<file path="config.mk">
export PLATFORM = sky130hd
export DESIGN_NAME = midi_control_mapper_core
export DESIGN_NICKNAME = d
export VERILOG_FILES = /design/src/rtl/mcm_pkg.sv /design/src/rtl/mcm_ram.sv /design/src/rtl/mcm_update.sv /design/src/rtl/midi_control_mapper_core.sv
export SDC_FILE = /design/constraint.sdc
export NUM_CORES = 1
export LEC_CHECK = 0
export ABC_AREA = 1
export BUFFER_PORTS_ARGS = -buffer_cell sky130_fd_sc_hd__clkbuf_2
export CAP_MARGIN = 25
export CORE_MARGIN = 2
export CORE_UTILIZATION = 44
export DETAILED_ROUTE_END_ITERATION = 8
export PLACE_DENSITY = 0.64
export SETUP_SLACK_MARGIN = 0.4
export SYNTH_ARGS = -nofsm -noshare
export SYNTH_HDL_FRONTEND = slang
export SYNTH_SLANG_ARGS = --single-unit
</file>
<file path="constraint.sdc">
create_clock -name clk_i -period 5.2 [get_ports clk_i]
set_clock_uncertainty 0.15 [all_clocks]
set_input_delay 0.26 -clock clk_i [delete_from_list [all_inputs] [get_ports clk_i]]
set_output_delay 0.26 -clock clk_i [all_outputs]
set_load 0.005 [all_outputs]
</file>
<file path="src/rtl/mcm_pkg.sv">
// Shared types, codes and constant tables of the MIDI control mapper.
package mcm_pkg;

  // Route count and the index width that follows from it
  localparam int ROUTES = 16;
  localparam int RIDX_W = (ROUTES > 1) ? $clog2(ROUTES) : 1;

  // Fixed point: FxOne means 1.0
  localparam int FxOne  = 32768;
  localparam int Div127 = 127;
  localparam int Rnd127 = Div127 / 2;
  localparam logic [15:0] ONE_FX  = 16'(FxOne);
  localparam logic [15:0] HALF_FX = 16'(FxOne / 2);

  // Bend scaling by 1/16383, done as a fold since 2^14 is one above the divisor
  localparam logic [15:0] BEND_DIV  = 16'd16383;
  localparam logic [15:0] BEND_DIV2 = 16'd32766;
  localparam logic [15:0] BEND_RND  = 16'd8191;

  typedef enum logic [1:0] {
    KIND_WRITE = 2'd0,
    KIND_MSG   = 2'd1,
    KIND_READ  = 2'd2
  } kind_e;

  typedef enum logic [2:0] {
    MSG_OTHER    = 3'd0,
    MSG_NOTE_OFF = 3'd1,
    MSG_NOTE_ON  = 3'd2,
    MSG_CC       = 3'd3,
    MSG_BEND     = 3'd4
  } msg_type_e;

  typedef enum logic [2:0] {
    EVT_CC_ABS    = 3'd0,
    EVT_CC_REL    = 3'd1,
    EVT_BEND      = 3'd2,
    EVT_MOMENTARY = 3'd3,
    EVT_TOGGLE    = 3'd4,
    EVT_VELOCITY  = 3'd5
  } route_evt_e;

  typedef enum logic [1:0] {
    S_IDLE = 2'd0,
    S_WALK = 2'd1,
    S_DONE = 2'd2
  } state_e;

  // One route table entry, 17 bits
  typedef struct packed {
    logic       enable;
    logic       port;
    logic [4:0] channel;
    route_evt_e evt;
    logic [6:0] number;
  } route_t;

  localparam int ROUTE_W = $bits(route_t);

  // Decoded MIDI message held for the route walk
  typedef struct packed {
    logic       port;
    msg_type_e  mtype;
    logic [3:0] chan;
    logic [6:0] d1;
    logic [6:0] d2;
  } msg_t;

  // Update unit result for one route
  typedef struct packed {
    logic        hit;
    logic [15:0] value;
  } upd_t;

  typedef logic        [15:0] lut7_t  [128];
  typedef logic signed [15:0] dlut7_t [128];

  // round(d * 32768 / 127) for a 7-bit value
  function automatic lut7_t build_scale7();
    lut7_t lut;
    int    x;
    for (int d = 0; d < 128; d++) begin
      x      = d * FxOne + Rnd127;
      lut[d] = 16'(x / Div127);
    end
    return lut;
  endfunction

  // floor((s * 32768 + 63) / 127) for the sign-magnitude relative step (bit 6 is the sign)
  function automatic dlut7_t build_rel_delta();
    dlut7_t lut;
    int     s;
    int     x;
    int     q;
    for (int d = 0; d < 128; d++) begin
      s = (d >= 64) ? (64 - d) : d;
      x = s * FxOne + Rnd127;
      if (x >= 0) begin
        q = x / Div127;
      end else begin
        q = -((-x + Div127 - 1) / Div127);
      end
      lut[d] = 16'(q);
    end
    return lut;
  endfunction

  localparam lut7_t  SCALE7_LUT    = build_scale7();
  localparam dlut7_t REL_DELTA_LUT = build_rel_delta();

endpackage

</file>
<file path="src/rtl/mcm_ram.sv">
// Single-port-write, registered-read RAM with per-entry valid bits cleared at reset.
module mcm_ram #(
  parameter int Width = 16,
  parameter int Depth = 16
) (
  input  logic                                    clk_i,
  input  logic                                    rst_ni,
  input  logic                                    we_i,
  input  logic [((Depth > 1) ? $clog2(Depth) : 1)-1:0] waddr_i,
  input  logic [Width-1:0]                        wdata_i,
  input  logic                                    re_i,
  input  logic [((Depth > 1) ? $clog2(Depth) : 1)-1:0] raddr_i,
  output logic [Width-1:0]                        rdata_o
);

  logic [Width-1:0] mem_q [Depth];
  logic [Depth-1:0] valid_q;
  logic [Width-1:0] rdata_q;
  logic             rvalid_q;

  // Write port and registered read port
  always_ff @(posedge clk_i) begin
    if (we_i) begin
      mem_q[waddr_i] <= wdata_i;
    end
    if (re_i) begin
      rdata_q <= mem_q[raddr_i];
    end
  end

  // Mark written entries; an unwritten entry reads as zero
  always_ff @(posedge clk_i or negedge rst_ni) begin
    if (!rst_ni) begin
      valid_q  <= '0;
      rvalid_q <= 1'b0;
    end else begin
      if (we_i) begin
        valid_q[waddr_i] <= 1'b1;
      end
      if (re_i) begin
        rvalid_q <= valid_q[raddr_i];
      end
    end
  end

  assign rdata_o = rvalid_q ? rdata_q : '0;

endmodule

</file>
<file path="src/rtl/mcm_update.sv">
// Route match and value update for one route against the held MIDI message.
module mcm_update import mcm_pkg::*; (
  input  route_t      route_i,
  input  logic [15:0] old_i,
  input  msg_t        msg_i,
  output upd_t        upd_o
);

  logic               chan_ok;
  logic               base_ok;
  logic               num_hit;
  logic               note_on;
  logic               note_off;
  logic [13:0]        bend_b;
  logic [15:0]        bend_2b;
  logic [15:0]        bend_r;
  logic [15:0]        bend_val;
  logic signed [15:0] rel_delta;
  logic signed [17:0] rel_sum;
  logic [15:0]        rel_val;

  // Candidate test: enable, port, omni or matching channel
  assign chan_ok  = (route_i.channel == 5'd0) ||
                    (route_i.channel == (5'(msg_i.chan) + 5'd1));
  assign base_ok  = route_i.enable && (route_i.port == msg_i.port) && chan_ok;
  assign num_hit  = (route_i.number == msg_i.d1);
  assign note_on  = (msg_i.mtype == MSG_NOTE_ON);
  assign note_off = (msg_i.mtype == MSG_NOTE_OFF);

  // Bend: 2b plus a correction of zero, one or two
  assign bend_b   = {msg_i.d2, msg_i.d1};
  assign bend_2b  = {1'b0, bend_b, 1'b0};
  assign bend_r   = bend_2b + BEND_RND;
  assign bend_val = bend_2b + 16'(bend_r >= BEND_DIV) + 16'(bend_r >= BEND_DIV2);

  // Relative CC: add the table step, clamp to [0, 1.0]
  assign rel_delta = REL_DELTA_LUT[msg_i.d2];
  assign rel_sum   = $signed({2'b00, old_i}) + $signed({{2{rel_delta[15]}}, rel_delta});
  assign rel_val   = rel_sum[17]               ? 16'd0  :
                     (rel_sum > 18'sd32768)    ? ONE_FX : rel_sum[15:0];

  // Select the new value by event mode
  always_comb begin
    upd_o.hit   = 1'b0;
    upd_o.value = old_i;
    if (base_ok) begin
      unique case (route_i.evt)
        EVT_CC_ABS: begin
          if (num_hit) begin
            upd_o.hit   = 1'b1;
            upd_o.value = SCALE7_LUT[msg_i.d2];
          end
        end
        EVT_CC_REL: begin
          if (num_hit) begin
            upd_o.hit   = 1'b1;
            upd_o.value = rel_val;
          end
        end
        EVT_BEND: begin
          if (msg_i.mtype == MSG_BEND) begin
            upd_o.hit   = 1'b1;
            upd_o.value = bend_val;
          end
        end
        EVT_MOMENTARY: begin
          if (num_hit && note_on) begin
            upd_o.hit   = 1'b1;
            upd_o.value = ONE_FX;
          end else if (num_hit && note_off) begin
            upd_o.hit   = 1'b1;
            upd_o.value = 16'd0;
          end
        end
        EVT_TOGGLE: begin
          if (num_hit && note_on) begin
            upd_o.hit   = 1'b1;
            upd_o.value = (old_i < HALF_FX) ? ONE_FX : 16'd0;
          end
        end
        EVT_VELOCITY: begin
          if (num_hit && note_on) begin
            upd_o.hit   = 1'b1;
            upd_o.value = SCALE7_LUT[msg_i.d2];
          end
        end
        default: begin
        end
      endcase
    end
  end

endmodule

</file>
<file path="src/rtl/midi_control_mapper_core.sv">
// MIDI control mapper top level: route walk sequencer over route and value memories.
// A MIDI message transaction walks every route before the done state loads the
// result register, waiting while the output is stalled; other kinds skip the walk.
// Throughput: one item at a time; the walk visits one route per cycle through the
// registered read port of each memory.
// Reset: control state clears at once; per-entry valid bits make both memories read
// as zero until written, so no clearing pass is needed and items are taken at once.
module midi_control_mapper_core import mcm_pkg::*; (
  input  logic        clk_i,
  input  logic        rst_ni,
  input  logic        in_valid_i,
  output logic        in_stall_o,
  input  logic [1:0]  kind_i,
  input  logic [3:0]  route_index_i,
  input  logic        route_enable_i,
  input  logic        route_port_i,
  input  logic [4:0]  route_channel_i,
  input  logic [2:0]  route_event_i,
  input  logic [6:0]  route_number_i,
  input  logic        msg_port_i,
  input  logic [2:0]  msg_type_i,
  input  logic [3:0]  msg_channel_i,
  input  logic [6:0]  msg_data1_i,
  input  logic [6:0]  msg_data2_i,
  output logic        out_valid_o,
  input  logic        out_stall_i,
  output logic        consumed_o,
  output logic [15:0] route_value_o
);

  localparam logic [RIDX_W-1:0] LAST_IDX = RIDX_W'(ROUTES - 1);

  state_e            state_q, state_d;
  logic [RIDX_W-1:0] ptr_q;
  kind_e             kind_q;
  msg_t              msg_q;
  logic              rd_ok_q;
  logic              cons_q;
  logic              out_valid_q;
  logic              out_consumed_q;
  logic [15:0]       out_value_q;

  logic              in_acc;
  kind_e             kind_in;
  logic              idx_ok;
  logic              walk;
  logic              last;
  logic              load_out;
  msg_t              msg_in;
  route_t            route_wdata;

  logic              rt_we;
  logic              rt_re;
  logic [RIDX_W-1:0] rt_raddr;
  logic [ROUTE_W-1:0] rt_rdata;
  logic              val_we;
  logic              val_re;
  logic [RIDX_W-1:0] val_raddr;
  logic [15:0]       val_rdata;
  upd_t              upd;

  assign in_acc  = in_valid_i && !in_stall_o;
  assign kind_in = kind_e'(kind_i);
  assign idx_ok  = (32'(route_index_i) < ROUTES);
  assign walk    = (state_q == S_WALK);
  assign last    = (ptr_q == LAST_IDX);

  assign msg_in.port  = msg_port_i;
  assign msg_in.mtype = msg_type_e'(msg_type_i);
  assign msg_in.chan  = msg_channel_i;
  assign msg_in.d1    = msg_data1_i;
  assign msg_in.d2    = msg_data2_i;

  assign route_wdata.enable  = route_enable_i;
  assign route_wdata.port    = route_port_i;
  assign route_wdata.channel = route_channel_i;
  assign route_wdata.evt     = route_evt_e'(route_event_i);
  assign route_wdata.number  = route_number_i;

  // Next state
  always_comb begin
    state_d = state_q;
    unique case (state_q)
      S_IDLE: begin
        if (in_acc) begin
          state_d = (kind_in == KIND_MSG) ? S_WALK : S_DONE;
        end
      end
      S_WALK: begin
        if (last) begin
          state_d = S_DONE;
        end
      end
      S_DONE: begin
        if (!out_valid_q || !out_stall_i) begin
          state_d = S_IDLE;
        end
      end
      default: state_d = S_IDLE;
    endcase
  end

  // Memory strobes and result load
  always_comb begin
    in_stall_o = (state_q != S_IDLE);
    rt_we      = in_acc && (kind_in == KIND_WRITE) && idx_ok;
    rt_re      = (in_acc && (kind_in == KIND_MSG)) || (walk && !last);
    rt_raddr   = walk ? (ptr_q + 1'b1) : '0;
    val_re     = rt_re || (in_acc && (kind_in == KIND_READ));
    val_raddr  = walk ? (ptr_q + 1'b1) :
                 ((kind_in == KIND_READ) ? RIDX_W'(route_index_i) : '0);
    val_we     = walk && upd.hit;
    load_out   = (state_q == S_DONE) && (!out_valid_q || !out_stall_i);
  end

  // Control registers
  always_ff @(posedge clk_i or negedge rst_ni) begin
    if (!rst_ni) begin
      state_q     <= S_IDLE;
      ptr_q       <= '0;
      out_valid_q <= 1'b0;
    end else begin
      state_q <= state_d;
      if (in_acc) begin
        ptr_q <= '0;
      end else if (walk && !last) begin
        ptr_q <= ptr_q + 1'b1;
      end
      if (load_out) begin
        out_valid_q <= 1'b1;
      end else if (!out_stall_i) begin
        out_valid_q <= 1'b0;
      end
    end
  end

  // Hold the transaction and collect the consumed flag during the walk
  always_ff @(posedge clk_i) begin
    if (in_acc) begin
      kind_q  <= kind_in;
      msg_q   <= msg_in;
      rd_ok_q <= idx_ok;
      cons_q  <= 1'b0;
    end else if (val_we) begin
      cons_q <= 1'b1;
    end
    if (load_out) begin
      out_consumed_q <= (kind_q == KIND_MSG) && cons_q;
      out_value_q    <= ((kind_q == KIND_READ) && rd_ok_q) ? val_rdata : 16'd0;
    end
  end

  mcm_ram #(
    .Width (ROUTE_W),
    .Depth (ROUTES)
  ) u_route_ram (
    .clk_i   (clk_i),
    .rst_ni  (rst_ni),
    .we_i    (rt_we),
    .waddr_i (RIDX_W'(route_index_i)),
    .wdata_i (route_wdata),
    .re_i    (rt_re),
    .raddr_i (rt_raddr),
    .rdata_o (rt_rdata)
  );

  mcm_ram #(
    .Width (16),
    .Depth (ROUTES)
  ) u_value_ram (
    .clk_i   (clk_i),
    .rst_ni  (rst_ni),
    .we_i    (val_we),
    .waddr_i (ptr_q),
    .wdata_i (upd.value),
    .re_i    (val_re),
    .raddr_i (val_raddr),
    .rdata_o (val_rdata)
  );

  mcm_update u_update (
    .route_i (route_t'(rt_rdata)),
    .old_i   (val_rdata),
    .msg_i   (msg_q),
    .upd_o   (upd)
  );

  assign out_valid_o   = out_valid_q;
  assign consumed_o    = out_consumed_q;
  assign route_value_o = out_value_q;

  // The walk advances one route per cycle until the last one
  a_walk_step: assert property (@(posedge clk_i) disable iff (!rst_ni)
    walk && !last |=> walk && (ptr_q == $past(ptr_q) + 1'b1))
    else $error("route walk did not advance by one");

  // Write-back never collides with the read of the next route
  a_no_collide: assert property (@(posedge clk_i) disable iff (!rst_ni)
    val_we && val_re |-> ptr_q != val_raddr)
    else $error("value memory read and write hit the same entry");

  // A written value stays within 0 to 1.0
  a_value_range: assert property (@(posedge clk_i) disable iff (!rst_ni)
    val_we |-> upd.value <= ONE_FX)
    else $error("updated value above full scale");

  // A result never flags consumption and carries a value at once
  a_result_excl: assert property (@(posedge clk_i) disable iff (!rst_ni)
    out_valid_q && out_consumed_q |-> out_value_q == 16'd0)
    else $error("consumed result carries a route value");

endmodule
</file>
# --- Yosys cells after proc, flatten, opt, wreduce, memory -nomap -nowiden ---
# Memories as Yosys holds them, arrays and structs flattened. A register that Yosys moved wholly into a read port is not among the register bits.
# Index checks and enable logic that the tools add are counted.
totals:
  inputBits: 49
  ramBits: 528
  rom_bits: 4096
  wordCells: 133
  n_memories: 4
  regBits: 83
memory_table:
  columns: ["memory", "words", "width", "rd", "rd_clocked_by_memory_dff", "write_ports", "line_no", "text"]
  rows:
  - ["(name not given)", 128, 16, 1, 0, 0, "mcm_update.sv:84", "upd_o.value = SCALE7_LUT[msg_i.d2];"]
  - ["(name not given)", 128, 16, 1, 0, 0, "mcm_update.sv:37", "assign rel_delta = REL_DELTA_LUT[msg_i.d2];"]
  - ["u_route_ram.mem_q", 16, 17, 1, 1, 1, "mcm_ram.sv:16", "logic [Width-1:0] mem_q [Depth];"]
  - ["u_value_ram.mem_q", 16, 16, 1, 1, 1, "mcm_ram.sv:16", null]
op_classes:
  n_addsub: 6
  n_bitwise: 3
  mux: 42
  magnitude_cmp: 11
  reduce_logical: 29
  n_eq_ne: 22
op_table:
  columns: ["op", "n"]
  rows:
  - ["17-bit 2-to-1 mux", 9]
  - ["16-bit 2-to-1 mux", 8]
  - ["17-bit case mux with 6 select lines", 1]
  - ["16-bit bitwise OR", 2]
  - ["4-bit by 5-bit < comparator with 1-bit output, second input constant", 4]
  - ["4-bit 2-to-1 mux", 5]
  - ["17-bit by 16-bit adder with 18-bit output", 1]
  - ["18-bit by 17-bit > comparator with 1-bit output, second input constant", 1]
  - ["15-bit by 1-bit adder with 16-bit output", 1]
  - ["15-bit by 13-bit adder with 16-bit output, second input constant", 1]
  - ["16-bit by 1-bit adder with 16-bit output", 1]
  - ["16-bit by 14-bit >= comparator with 1-bit output, second input constant", 1]
  - ["16-bit by 15-bit >= comparator with 1-bit output, second input constant", 1]
  - ["16-bit by 15-bit < comparator with 1-bit output, second input constant", 1]
  - ["1-bit logical AND", 14]
  - ["1-bit 2-to-1 mux", 10]
  - ["3-bit by 2-bit equality test with 1-bit output, second input constant", 3]
  - ["3-bit equality test, second input constant", 3]
  - ["1-bit binary-select mux with 4-bit select", 2]
  - ["1-bit demux with 4-bit select", 2]
  - ["4-bit by 1-bit >= comparator with 1-bit output, second input constant", 2]
  - ["8-bit >= comparator, second input constant", 1]
  - ["2-bit 2-to-1 mux", 4]
  - ["7-bit inverter with 8-bit output", 1]
  - ["19 further kinds", 34]

# --- Logic depth before layout (Yosys ltp) ---
depth:
  depth_word: 14
  mapped_depth: 28
  ltp_nobuf: 26

# --- By module ---
# A second synthesis with hierarchy kept.
hier_totals:
  cells_unflattened: 2753
  hier_area_um2: 29281.8
by_module_without_submodules:
  columns: ["module", "cells_each", "instances", "area_per_inst_um2", "seq_area_each_um2"]
  rows:
  - ["mcm_ram (u_route_ram)", 943, 1, 12146.6, 9103.7]
  - ["mcm_ram (u_value_ram)", 895, 1, 11504.8, 8593.2]
  - ["mcm_update", 763, 1, 3763.6, 0.0]
  - ["midi_control_mapper_core", 152, 1, 1866.8, 1426.4]

# --- Least setup slack after synthesis ---
# No wires, ideal clock.
synth_path:
  path_kind: "reg-to-reg"
  from: "register msg_q[0] (netlist name)"
  to: "memory u_value_ram.mem_q[0][12], data pin"
  n_path_buf: 1
  required_ns: 4.759
  setup_ns: 0.291
  t_arrival_ns: 3.726
  stages_incl_launch_ff: 27
  setup_slack_ns: 1.033
  cell_sequence: "edfxtp_1 > clkbuf_1 > inv_1 > ha_1 > inv_1 > nor2_1 > nand2_1 > nand2_1 > xor2_1 > nand2_1 > nor4_1 > nand3_1 > a21oi_1 > ha_1 > ha_1 > nand2_1 > nor2_1 > nand4_1 > nor2_1 > nand2_1 > nor2_1 > a21oi_1 > o21ai_0 > o211ai_1 > inv_1 > nor2_1 > a21oi_1"
synth_lines:
  columns: ["item", "line_no", "text"]
  rows:
  - ["from (decl)", "midi_control_mapper_core.sv:36", "msg_t msg_q;"]
  - ["from (signal assigned)", "midi_control_mapper_core.sv:141", "msg_q <= msg_in;"]
  - ["to (decl)", "mcm_ram.sv:16", null]

==> impl_metrics.toml <==
[die]
dieWidth_um = 260
core_mm2 = 0.0647
start_util = 0.446
die_h_um = 260
dieArea_mm2 = 0.0677
rows = 93
io_pins = 68

[clock_network]
path_clk_slew_ns = 0.06
clk-insertion-delay-late_ns = 0.61
ctsLongestPathBuffers = 3
cts_root_buf = "clkbuf_16"
htreeDepth = 3
cts_num_sinks = 644
cts_tree = "built"
numCtsBuffers = 68

[grt]
grtUsageTotal = 0.235
top_usage_layer = "met2"
grt_overflow = 0
met1_usage = 0.312
antenna_found_initial = 5
grt_use_met2 = 0.380
grt_pass1_vias = 20100
use_met3 = 0.0455
grt_pass1_wl_um = 120000
grt_max_degree = 115

[routing]
vias = 20600
viasPerCell = 5.69
wl_per_cell_um = 21.8
remaining_drc_errors = 0
first_pass_iters = 6
postRouteAntennaNets = 0
wirelength_um = 79000
first_iter_violations = 2012

[synthesis]
yosysTopAreaCell = "edfxtp_1"
synth_seq_cells = 644
ys.flop_type = "edfxtp_1"
synth_edf_count = 602
synth_area_leaders = "edfxtp_1 (63%), o21ai_0 (4.7%), nor2_1 (4.5%)"
async_reset_ff_frac = 0.0637
syn-num-nets = 2661
synthCells = 2578
syn_area_mm2 = 0.0289
yosysWarnings = 0
yosys.area.top_type_share = 0.626
synth.distinct_cells = 49
synth.avg_cell_area_um2 = 11.2
seq_area_frac_synth = 0.662

[layout]
fillers = 5690
final_common_cell = "edfxtp_1"
syn_to_final_growth_pct = 15.3
layout_common_cells = "edfxtp_1 (602), nand2_1 (311), nor2_1 (309), o21ai_0 (271), inv_1 (174)"
drive_above_1_share = 0.135
finalNonFillerCells = 3623
nets = 2794

[setup_path]
slowest_delay_ns = 0.42
cp_top_family = "simple AND/OR/NAND/NOR gates"
timing.critical_path.required_ns = 5.38
path_common_cell = "nand2_1"
start_kind = "flip-flop"
cp_slowest_cell = "edfxtp_1"
critPathBufInv = 4
cp.arrival_ns = 4.53
r2r_slack_ns = 0.85
critical_path_class = "flip-flop to flip-flop"
worstSetupEndpointType = "flip-flop"
crit_path_max_fanout = 16

[sta]
setup_viol = 0
max_freq_ghz = 0.230
slew_headroom = 0.372
fin_tns_setup_ns = 0
worst_pin_slew_ns = 0.941
hold_violations = 0
slew_viol_final = 0
period_share = 0.836
period_needed_ns = 4.35
rsz0062_at_grt = "no"

[placed_design]
dp_hpwl_um = 48300
gp_congestion = 0.927
dp_cells = 3446
numPortBuffers = 67

[min_path]
worstHoldPathType = "input port to async pin"

[power_and_ir_drop]
vdd_drop_max_mv = 0.316
p_per_area_mw_per_mm2 = 477
total_leakage_power_uw = 0.0120

[status]
status = "finished clean"

[run]
maxCapViolations = 0
## layer usage
metal,wire [µm],vias to the layer above
li1,-,9553
met1,33200,10100
met2,37400,806
met3,5580,178
met4,2850,2
met5,13,-
## power breakdown
| part | switching [µW] | internal [µW] | total (µW) |
|---|---|---|---|
| clock | 1950 | 2870 | 4820 |
| sequential | 156 | 6320 | 6480 |
| combinational | 3260 | 1320 | 4580 |
| total | 5370 | 10500 | 15900 |
## per-stage QoR
stage	total power, µW	cell area, µm²	hold slack (ns)	worst slack (ns)	util
after CTS	15900	33200	0.0214	0.592	0.513
after global routing	16700	33300	0.0472	0.374	0.514
after detailed placement	11000	30500	0.0807	0.209	0.471
after floorplan	9430	28900	-0.186	1.03	-
final	15900	33300	0.0449	0.854	0.514
after global placement	10900	30500	0.290	0.374	0.471
## area by class of cell
class | count | area [µm²] | area share
sequential | 644 | 19100 | 0.575
multi-input combinational | 1607 | 8620 | 0.259
antenna | 4 | 10.0 | 0.000301
tap | 855 | 1070 | 0.0321
inverter | 187 | 707 | 0.0212
clock inverter | 29 | 324 | 0.00974
timing repair buffer | 203 | 1520 | 0.0456
clock buffer | 94 | 1900 | 0.0572
## cell families (layout without fill, tap and decap cells)
group / count (synthesis) / after routing / share of synthesized area
other cells: 0 / 4 / 0
buf+inv: 327 / 513 / 0.0447
compound gates: 638 / 638 / 0.133
flops: 644 / 644 / 0.662
simple gates: 898 / 898 / 0.134
mux: 6 / 6 / 0.00208
xor+xnor: 31 / 31 / 0.00940
fa+ha+maj: 34 / 34 / 0.0150
## final timing paths
check,from,end,cells past startpoint
min,rst_ni,u_value_ram.valid_q[7],2
max,msg_q[9],u_value_ram.mem_q[6][8],26
max in group asynchronous,rst_ni,u_route_ram.valid_q[14],3
min reg2reg,cons_q,cons_q,2
max reg2reg,msg_q[9],u_value_ram.mem_q[6][8],26
min in group clk_i,route_index_i[3],u_route_ram.valid_q[8],3
## repair_timing
item | in CTS | in global routing
hold buffers | 44 | 0
cloned | 0 | 0
resized for setup | 2 | 7
buffers inserted | 0 | 4
setup endpoints to repair | 32 | 84
endpoints found under the hold margin | 341 | 0
## registers in the layout (all words and copies together) (netlist names)
name	cells
cons_q	1
state_q	2
u_route_ram.rdata_q	17
ptr_q	4
route_value_o	16
u_value_ram.mem_q	256
u_value_ram.rvalid_q	1
kind_q	2
u_route_ram.mem_q	272
consumed_o	1
out_valid_o	1
u_value_ram.valid_q	16
u_route_ram.rvalid_q	1
u_value_ram.rdata_q	16
u_route_ram.valid_q	16
msg_q	22
## cells in the mapped netlist (3+ instances only)
library cell  number
a21oi_1          130
a21oi_2            3
a22oi_1            5
a31oi_1            5
buf_1              5
buf_2             31
buf_4              6
clkbuf_1          98
clkinv_1           3
dfrtp_1           41
edfxtp_1         602
ha_1              33
inv_1            177
inv_2              6
mux2i_1            6
nand2_1          312
nand2_2            5
nand3_1          136
nand3_4            4
nand3b_1           7
nand4_1           15
nor2_1           343
nor2_4             4
nor3_1            20
o211ai_1          74
o21a_1             7
o21ai_0          272
o21ai_1           20
o21bai_1          15
o221ai_1          79
o22ai_1           21
or2_2             44
xnor2_1            5
xor2_1            26
(Power assumes the default switching activity.)
